File: config.mk
export PLATFORM = sky130hd
export DESIGN_NAME = java_lcg_bounded_random
export DESIGN_NICKNAME = d
export VERILOG_FILES = /design/src/hw/rtl/jlcg_pkg.sv /design/src/hw/rtl/java_lcg_bounded_random.sv /design/src/hw/rtl/jlcg_mul.sv /design/src/hw/rtl/jlcg_div.sv
export SDC_FILE = /design/constraint.sdc
export NUM_CORES = 2
export LEC_CHECK = 0
export ABC_AREA = 1
export BUFFER_PORTS_ARGS = -buffer_cell sky130_fd_sc_hd__buf_2
export CORE_ASPECT_RATIO = 0.75
export CORE_MARGIN = 1
export CORE_UTILIZATION = 55
export DETAILED_ROUTE_END_ITERATION = 6
export PLACE_DENSITY = 0.73
export SLEW_MARGIN = 20
export SYNTH_ARGS = -nofsm -noshare
export SYNTH_HDL_FRONTEND = slang
export SYNTH_SLANG_ARGS = --single-unit
File: constraint.sdc
create_clock -name clk -period 9.8 [get_ports clk]
set_clock_uncertainty 0.05 [all_clocks]
set_input_delay 1.47 -clock clk [delete_from_list [all_inputs] [get_ports clk]]
set_output_delay 1.47 -clock clk [all_outputs]
set_load 0.05 [all_outputs]
File: src/hw/rtl/jlcg_pkg.sv
// shared constants and types for the 48-bit lcg bounded random generator
package jlcg_pkg;

  localparam int StateW    = 48;
  localparam int DrawW     = 31;
  localparam int DigitW    = 8;
  localparam int MulDigits = 5;
  localparam int MulExtW   = DigitW * MulDigits;
  localparam int DivSteps  = DrawW;

  localparam logic [StateW-1:0]  LcgMul    = 48'h0005_DEEC_E66D;
  localparam logic [StateW-1:0]  LcgAdd    = 48'h0000_0000_000B;
  localparam logic [MulExtW-1:0] LcgMulExt = 40'h05_DEEC_E66D;
  localparam logic [32:0]        Low31Max  = 33'h0_7FFF_FFFF;

  typedef enum logic [1:0] {
    KIND_RESEED  = 2'd0,
    KIND_RAW     = 2'd1,
    KIND_BOUNDED = 2'd2
  } kind_t;

endpackage

File: src/hw/rtl/java_lcg_bounded_random.sv
// top level: 48-bit lcg with raw and bounded draws, sequenced over shared multiply and divide units
//
// usage
//   input channel (in_valid / in_ready) carries one transaction per command:
//   kind 0 reseeds (no result), kind 1 returns the top in_bit_count bits of
//   the advanced state, kind 2 returns a value below in_bound; kind 3 is dropped
//   result channel (out_valid / out_ready) carries out_value, one per draw
// sequencing
//   reseed and dropped commands are taken while in_ready stays high
//   raw and power-of-two bounded draws: the byte-serial state multiply runs
//   its 5 steps and raises its done flag, the result moves through the done
//   state into the output register, and in_ready returns high as out_valid rises
//   other bounded draws: the 31-step remainder unit runs after the multiply,
//   and each rejected draw repeats multiply and remainder
//   a zero bound goes straight to the done state without a multiply and
//   leaves the state untouched
// reset
//   synchronous active-low rst_n; state loads the seed-zero value, both
//   channels go idle
// stalls
//   a finished result sits in the output register while the next command is
//   taken; a second result waits in the done state until out_ready frees it
module java_lcg_bounded_random import jlcg_pkg::*; (
  input  logic               clk,
  input  logic               rst_n,
  input  logic               in_valid,
  output logic               in_ready,
  input  logic [1:0]         in_kind,
  input  logic [47:0]        in_seed_value,
  input  logic [5:0]         in_bit_count,
  input  logic [30:0]        in_bound,
  output logic               out_valid,
  input  logic               out_ready,
  output logic signed [31:0] out_value
);

  typedef enum logic [3:0] {
    ST_IDLE = 4'b0001,
    ST_MUL  = 4'b0010,
    ST_DIV  = 4'b0100,
    ST_DONE = 4'b1000
  } st_t;

  st_t               st_r, st_nxt;
  logic [StateW-1:0] state_r, state_nxt;
  kind_t             kind_r, kind_nxt;
  logic [5:0]        bit_count_r, bit_count_nxt;
  logic [DrawW-1:0]  bound_r, bound_nxt;
  logic [31:0]       res_r, res_nxt;
  logic              out_valid_r, out_valid_nxt;
  logic [31:0]       out_value_r, out_value_nxt;

  // shared unit hookup
  logic              mul_start, mul_done;
  logic [StateW-1:0] mul_in, mul_prod;
  logic              div_start, div_done;
  logic [DrawW-1:0]  div_rem;

  // draw decode from the freshly advanced state
  logic [DrawW-1:0]  mul_draw;
  logic [5:0]        nsat;
  logic [5:0]        raw_sh;
  logic [31:0]       raw_val;
  logic [61:0]       pw_prod;
  logic              bound_pow2;
  logic [DrawW-1:0]  cur_draw;
  logic [32:0]       check_sum;
  logic              redraw;

  assign mul_draw   = mul_prod[StateW-1 -: DrawW];
  assign nsat       = (bit_count_r > 6'd32) ? 6'd32 : bit_count_r;
  assign raw_sh     = 6'd32 - nsat;
  assign raw_val    = (bit_count_r == 6'd0) ? 32'd0 : (mul_prod[StateW-1 -: 32] >> raw_sh);
  assign pw_prod    = {31'd0, bound_r} * {31'd0, mul_draw};  // bound is a power of two here
  assign bound_pow2 = (bound_r & (bound_r - 31'd1)) == 31'd0;

  // java rejection check: draw - rem + bound - 1 must stay within 31 bits
  assign cur_draw  = state_r[StateW-1 -: DrawW];
  assign check_sum = {2'b00, cur_draw} - {2'b00, div_rem} + {2'b00, bound_r} - 33'd1;
  assign redraw    = check_sum > Low31Max;

  always_comb begin
    st_nxt        = st_r;
    state_nxt     = state_r;
    kind_nxt      = kind_r;
    bit_count_nxt = bit_count_r;
    bound_nxt     = bound_r;
    res_nxt       = res_r;
    out_valid_nxt = out_valid_r;
    out_value_nxt = out_value_r;
    mul_start     = 1'b0;
    mul_in        = state_r;
    div_start     = 1'b0;

    if (out_valid_r && out_ready) begin
      out_valid_nxt = 1'b0;
    end

    case (st_r)
      ST_IDLE: begin
        if (in_valid) begin
          kind_nxt      = kind_t'(in_kind);
          bit_count_nxt = in_bit_count;
          bound_nxt     = in_bound;
          case (in_kind)
            KIND_RESEED: begin
              state_nxt = in_seed_value ^ LcgMul;
            end
            KIND_RAW: begin
              mul_start = 1'b1;
              st_nxt    = ST_MUL;
            end
            KIND_BOUNDED: begin
              if (in_bound == 31'd0) begin
                // zero bound answers 0 and leaves the state alone
                res_nxt = 32'd0;
                st_nxt  = ST_DONE;
              end else begin
                mul_start = 1'b1;
                st_nxt    = ST_MUL;
              end
            end
            default: begin
              // unused command, dropped
            end
          endcase
        end
      end
      ST_MUL: begin
        if (mul_done) begin
          state_nxt = mul_prod;
          if (kind_r == KIND_RAW) begin
            res_nxt = raw_val;
            st_nxt  = ST_DONE;
          end else if (bound_pow2) begin
            res_nxt = {1'b0, pw_prod[61 -: DrawW]};
            st_nxt  = ST_DONE;
          end else begin
            div_start = 1'b1;
            st_nxt    = ST_DIV;
          end
        end
      end
      ST_DIV: begin
        if (div_done) begin
          if (redraw) begin
            mul_start = 1'b1;
            st_nxt    = ST_MUL;
          end else begin
            res_nxt = {1'b0, div_rem};
            st_nxt  = ST_DONE;
          end
        end
      end
      ST_DONE: begin
        // wait for the output register to free up
        if (!out_valid_r || out_ready) begin
          out_valid_nxt = 1'b1;
          out_value_nxt = res_r;
          st_nxt        = ST_IDLE;
        end
      end
      default: begin
        st_nxt = ST_IDLE;
      end
    endcase
  end

  always_ff @(posedge clk) begin
    if (!rst_n) begin
      st_r        <= ST_IDLE;
      state_r     <= LcgMul;
      kind_r      <= KIND_RESEED;
      out_valid_r <= 1'b0;
    end else begin
      st_r        <= st_nxt;
      state_r     <= state_nxt;
      kind_r      <= kind_nxt;
      out_valid_r <= out_valid_nxt;
    end
    bit_count_r <= bit_count_nxt;
    bound_r     <= bound_nxt;
    res_r       <= res_nxt;
    out_value_r <= out_value_nxt;
  end

  jlcg_mul u_mul (
    .clk          (clk),
    .rst_n        (rst_n),
    .start        (mul_start),
    .multiplicand (mul_in),
    .done         (mul_done),
    .product      (mul_prod)
  );

  jlcg_div u_div (
    .clk       (clk),
    .rst_n     (rst_n),
    .start     (div_start),
    .dividend  (mul_draw),
    .divisor   (bound_r),
    .done      (div_done),
    .remainder (div_rem)
  );

  assign in_ready  = (st_r == ST_IDLE);
  assign out_valid = out_valid_r;
  assign out_value = $signed(out_value_r);

endmodule

File: src/hw/rtl/jlcg_mul.sv
// iterative lcg step unit: state * multiplier + increment mod 2^48, one byte of the multiplier a cycle
module jlcg_mul import jlcg_pkg::*; (
  input  logic              clk,
  input  logic              rst_n,
  input  logic              start,
  input  logic [StateW-1:0] multiplicand,
  output logic              done,
  output logic [StateW-1:0] product
);

  logic [StateW-1:0] a_r, a_nxt;
  logic [StateW-1:0] acc_r, acc_nxt;
  logic [2:0]        idx_r, idx_nxt;
  logic              busy_r, busy_nxt;
  logic              done_r, done_nxt;
  logic [DigitW-1:0] digit;

  assign digit = LcgMulExt[{idx_r, 3'b000} +: DigitW];

  always_comb begin
    a_nxt    = a_r;
    acc_nxt  = acc_r;
    idx_nxt  = idx_r;
    busy_nxt = busy_r;
    done_nxt = 1'b0;
    if (start) begin
      a_nxt    = multiplicand;
      acc_nxt  = LcgAdd;
      idx_nxt  = 3'd0;
      busy_nxt = 1'b1;
    end else if (busy_r) begin
      acc_nxt = acc_r + StateW'(a_r * digit);
      a_nxt   = a_r << DigitW;
      idx_nxt = idx_r + 3'd1;
      if (idx_r == 3'(MulDigits - 1)) begin
        busy_nxt = 1'b0;
        done_nxt = 1'b1;
      end
    end
  end

  always_ff @(posedge clk) begin
    if (!rst_n) begin
      busy_r <= 1'b0;
      done_r <= 1'b0;
      idx_r  <= 3'd0;
    end else begin
      busy_r <= busy_nxt;
      done_r <= done_nxt;
      idx_r  <= idx_nxt;
    end
    a_r   <= a_nxt;
    acc_r <= acc_nxt;
  end

  assign done    = done_r;
  assign product = acc_r;

endmodule

File: src/hw/rtl/jlcg_div.sv
// restoring remainder unit, one quotient bit a cycle
module jlcg_div import jlcg_pkg::*; (
  input  logic             clk,
  input  logic             rst_n,
  input  logic             start,
  input  logic [DrawW-1:0] dividend,
  input  logic [DrawW-1:0] divisor,
  output logic             done,
  output logic [DrawW-1:0] remainder
);

  logic [DrawW-1:0] dvd_r, dvd_nxt;
  logic [DrawW-1:0] dsr_r, dsr_nxt;
  logic [DrawW-1:0] rem_r, rem_nxt;
  logic [4:0]       cnt_r, cnt_nxt;
  logic             busy_r, busy_nxt;
  logic             done_r, done_nxt;
  logic [DrawW:0]   trial;
  logic             fits;

  assign trial = {rem_r, dvd_r[DrawW-1]};
  assign fits  = trial >= {1'b0, dsr_r};

  always_comb begin
    dvd_nxt  = dvd_r;
    dsr_nxt  = dsr_r;
    rem_nxt  = rem_r;
    cnt_nxt  = cnt_r;
    busy_nxt = busy_r;
    done_nxt = 1'b0;
    if (start) begin
      dvd_nxt  = dividend;
      dsr_nxt  = divisor;
      rem_nxt  = '0;
      cnt_nxt  = 5'd0;
      busy_nxt = 1'b1;
    end else if (busy_r) begin
      rem_nxt = fits ? DrawW'(trial - {1'b0, dsr_r}) : trial[DrawW-1:0];
      dvd_nxt = dvd_r << 1;
      cnt_nxt = cnt_r + 5'd1;
      if (cnt_r == 5'(DivSteps - 1)) begin
        busy_nxt = 1'b0;
        done_nxt = 1'b1;
      end
    end
  end

  always_ff @(posedge clk) begin
    if (!rst_n) begin
      busy_r <= 1'b0;
      done_r <= 1'b0;
      cnt_r  <= 5'd0;
    end else begin
      busy_r <= busy_nxt;
      done_r <= done_nxt;
      cnt_r  <= cnt_nxt;
    end
    dvd_r <= dvd_nxt;
    dsr_r <= dsr_nxt;
    rem_r <= rem_nxt;
  end

  assign done      = done_r;
  assign remainder = rem_r;

endmodule

==> metrics.md <==
| Metric | Value |
|---|---|
| Final-stage net count | roughly 11000 |
| Startpoint Class | flip-flop |
| Post-CTS Setup Inserts | 0 |
| Vias post-DR | around 60000 |
| DP HPWL | roughly 210000 um |
| R2R Setup Slk | 890 ps |
| Mapped Area | around 67000 um^2 |
| RR Startpoint | u_mul.product[28] |
| Syn Inst Count | roughly 9000 |
| First-pass GRT wire length | ~380000 um |
| Measured slew at the worst slew-check pin | 1170 ps |
| Htree depth | 2 |
| Violated checks | DRC |
| EDFF count, synth | ~210 |
| RSZ-0062 raised after global routing | false |
| Synth Area in XOR/XNOR | less than 1% |
| Seq. cell area | slightly above 9000 um^2 |
| Drt total wl | around 250000 um |
| Via density | 5.66 |
| Port Buffers | around 120 |
| Initial antenna violation count | 25 |
| Ys async rst share | 0% |
| Complex-gate fraction of the synthesized area | between 7 and 8% |
| Fill count | 11400 |
| Hold path startpoint | res_r[24] |
| Final worst path period share | 91.0% |
| Ys Warns | 0 |
| Syn_area_per_cell | roughly 7.5 um^2 |
| Final Hold Fails | 0 |
| Maximum Capacitance Violations | 0 |
| # rows | 110 |
| Main combinational cell family by area after synthesis | adder cells |
| Tot GR Track Use | between 40% and 50% |
| Worst Path Required | about 10000 ps |
| Worst-path fanout max | 21 |
| GRT overflow | 0 |
| IO Pins | around 130 |
| Clk root buf | clkbuf_16 |
| Top cells by area, synth | fa_1 (34%), nand2_1 (13%), inv_1 (13%), edfxtp_1 (9.5%), ha_1 (8.3%) |
| Hold Path Class | flip-flop to flip-flop |
| Largest net degree at the start of global routing | slightly below 100 |
| CTS tree | yes |
| CTS Sinks | 357 |
| Detailed Route Iter0 Violations | ~7100 |
| Core area | between 100000 and 150000 um^2 |
| Mux contribution to synthesized area | less than 1% |
| Die width | 405 um |
| Critical path capture point | res_r[9] |
| Final GP Congestion | 1.06 |
| Final Setup Violations | 0 |
| Antenna-violating nets left | 0 |
| Worst-skew pair later-pin latency | roughly 650 ps |
| Top_reg_cell synth | edfxtp_1 |
| Critical Path Start | u_mul.product[28] |
| # DRC | 5 |
| DR pass1 iterations | 7 |
| Max Slew Vio Count | 0 |
| Clk buf depth | 3 |
| Fmax | 112 MHz |
| Layout cells sized above 1 | between 4 and 5% |
| Outcome | finished, violations left |
| Vias in the first global route | 59000 |
| Die Y | slightly above 300 um |
| Post-Synth Adder-Cell Area | around 42% |
| Seq/Total Area, Yosys | around 14% |
| Resized cells post-CTS | 0 |
| Die ar. | roughly 120000 um^2 |
| FF+latch count, synth | approximately 360 |
| Crit path DAT | just over 9000 ps |
| Slew margin rel. | roughly 22% |
| Setup crit end kind | flip-flop |
| Synth Area in Simple Gates | approximately 20% |
| Syn_nets | 10600 |
| Hold_buf cts | 0 |
| Reg2Reg Capture Point | res_r[9] |
| FF-to-FF path depth | 27 |
| Final Critical Period | between 8000 and 9000 ps |
| Initial Utilization | a little under three fifths |
| Clock-pin slew on the worst setup and hold paths | about 70 ps |
| CTS buffer count | 44 |
| Share of the synthesized area in the top cell type | around a third |
| Crit Path Category | flip-flop to flip-flop |
| Yosys top cell by area | fa_1 |
| Routed len/inst | 23.6 um |
| Total negative slack | 0 ps |
| Count of distinct cell types in the synthesized netlist | 53 |
| Area delta synth->final | 5.58% |
| Multi-input gate area | approximately 48000 um^2 |
## how the worst min path moves through the flow
stage,endpoint,depth (start not counted)
floorplan,out_value[0],0
global placement,out_value[16],0
detailed placement,out_value[17],0
CTS,out_value[17],0
global route,out_value[24],0
finish,out_value[24],0
## routing by layer
metal / track usage (%) / routed length, um / vias to the layer above
li1: - / - / 26500
met1: 61.8 / 106000 / 29100
met2: 55.3 / 97700 / 3699
met3: 13.9 / 36700 / 441
met4: 11.8 / 8450 / 32
met5: 0.546 / 279 / -
## synth_stat cells, types with 27 or more instances
master / number
clkbuf_1: 339
ha_1: 445
a21oi_1: 315
xnor2_1: 39
inv_1: 2227
o21ai_1: 29
xor2_1: 32
nand4_1: 53
fa_1: 1137
nand3_1: 275
nand2_1: 2404
edfxtp_1: 211
a31oi_1: 37
buf_2: 30
nor2_1: 562
a21o_1: 27
o21ai_0: 368
nor3_1: 39
o211ai_1: 77
dfxtp_1: 146
## metrics by stage
stage               instance area, um^2  util, %  instances  setup WS (ps)  hold WS (ps)
finish                            70600     58.7      10600            886           372
global route                      70600     58.7      10600            791           374
CTS                               70600     58.7      10500           1200           373
detailed placement                69100     57.4      10500           1230           358
global placement                  69100     57.4      10500           1050           353
floorplan                         66900        -       8970           3020           350
## cell families after synthesis
family,Yosys count
AND/OR/NAND/NOR,3408
AO/OA/AOI/OAI,911
adder cells (fa/ha/maj),1582
multiplexers,2
flip-flops,357
XOR/XNOR,72
buffers and inverters,2638
## final cells by class
class,count,share of cell area [%]
Inverter,2241,11.9
Antenna cell,7,0.0248
Clock inverter,27,0.494
Clock buffer,54,1.64
Timing Repair Buffer,271,2.45
Sequential cell,357,13.1
Tap cell,1624,2.88
Multi-Input combinational cell,5975,67.5
## flip-flops by register name, indices dropped and copies added (netlist names), 2 cells and up
| signal | flops |
|---|---|
| u_div.remainder | 31 |
| res_r | 32 |
| u_mul.a_r | 48 |
| kind_r | 2 |
| u_div.dsr_r | 31 |
| u_div.cnt_r | 5 |
| u_mul.idx_r | 3 |
| bound_r | 31 |
| mul_in | 48 |
| u_mul.product | 48 |
| out_value | 32 |
| u_div.dvd_r | 31 |
| bit_count_r | 6 |
| st_r | 4 |
## critical path, cell delays in order (launching register included)
cell and delay (ps):
dfxtp_1 1030, buf_4 470, nand2_1 80, inv_1 90, fa_1 450, fa_1 490
inv_1 50, fa_1 570, fa_1 460, fa_1 570, inv_1 60, fa_1 470
fa_1 510, fa_1 420, ha_1 340, nand2_1 130, nor2_1 200, inv_1 110
o21ai_0 590, nand2_1 140, nand2_1 110, inv_1 50, nand2_1 120, nand2_1 170
nand3_1 160, nand3_1 260, nand3_1 350, nand2_1 90
## cells in the final DEF (no fill, tap or decap), types with 10 or more instances in the layout
cell type / n
a21o_1: 27
a21oi_1: 315
nand4_1: 53
nand3_1: 275
or2_2: 23
buf_4: 146
a31oi_1: 37
dfxtp_2: 11
ha_1: 445
clkbuf_16: 45
a21boi_0: 10
edfxtp_1: 211
dfxtp_1: 135
inv_2: 14
fa_1: 1137
xnor2_1: 39
buf_2: 124
o21bai_1: 19
inv_1: 2225
nor4_1: 17
nor2_1: 559
o211ai_1: 77
nor3_1: 39
o21ai_1: 29
o21ai_0: 368
nand2_1: 2401
xor2_1: 31
o21a_1: 19
Power is left out: the tool's default activity adds up to more than one toggle a clock period on the data nets, which glitch-free logic cannot reach.
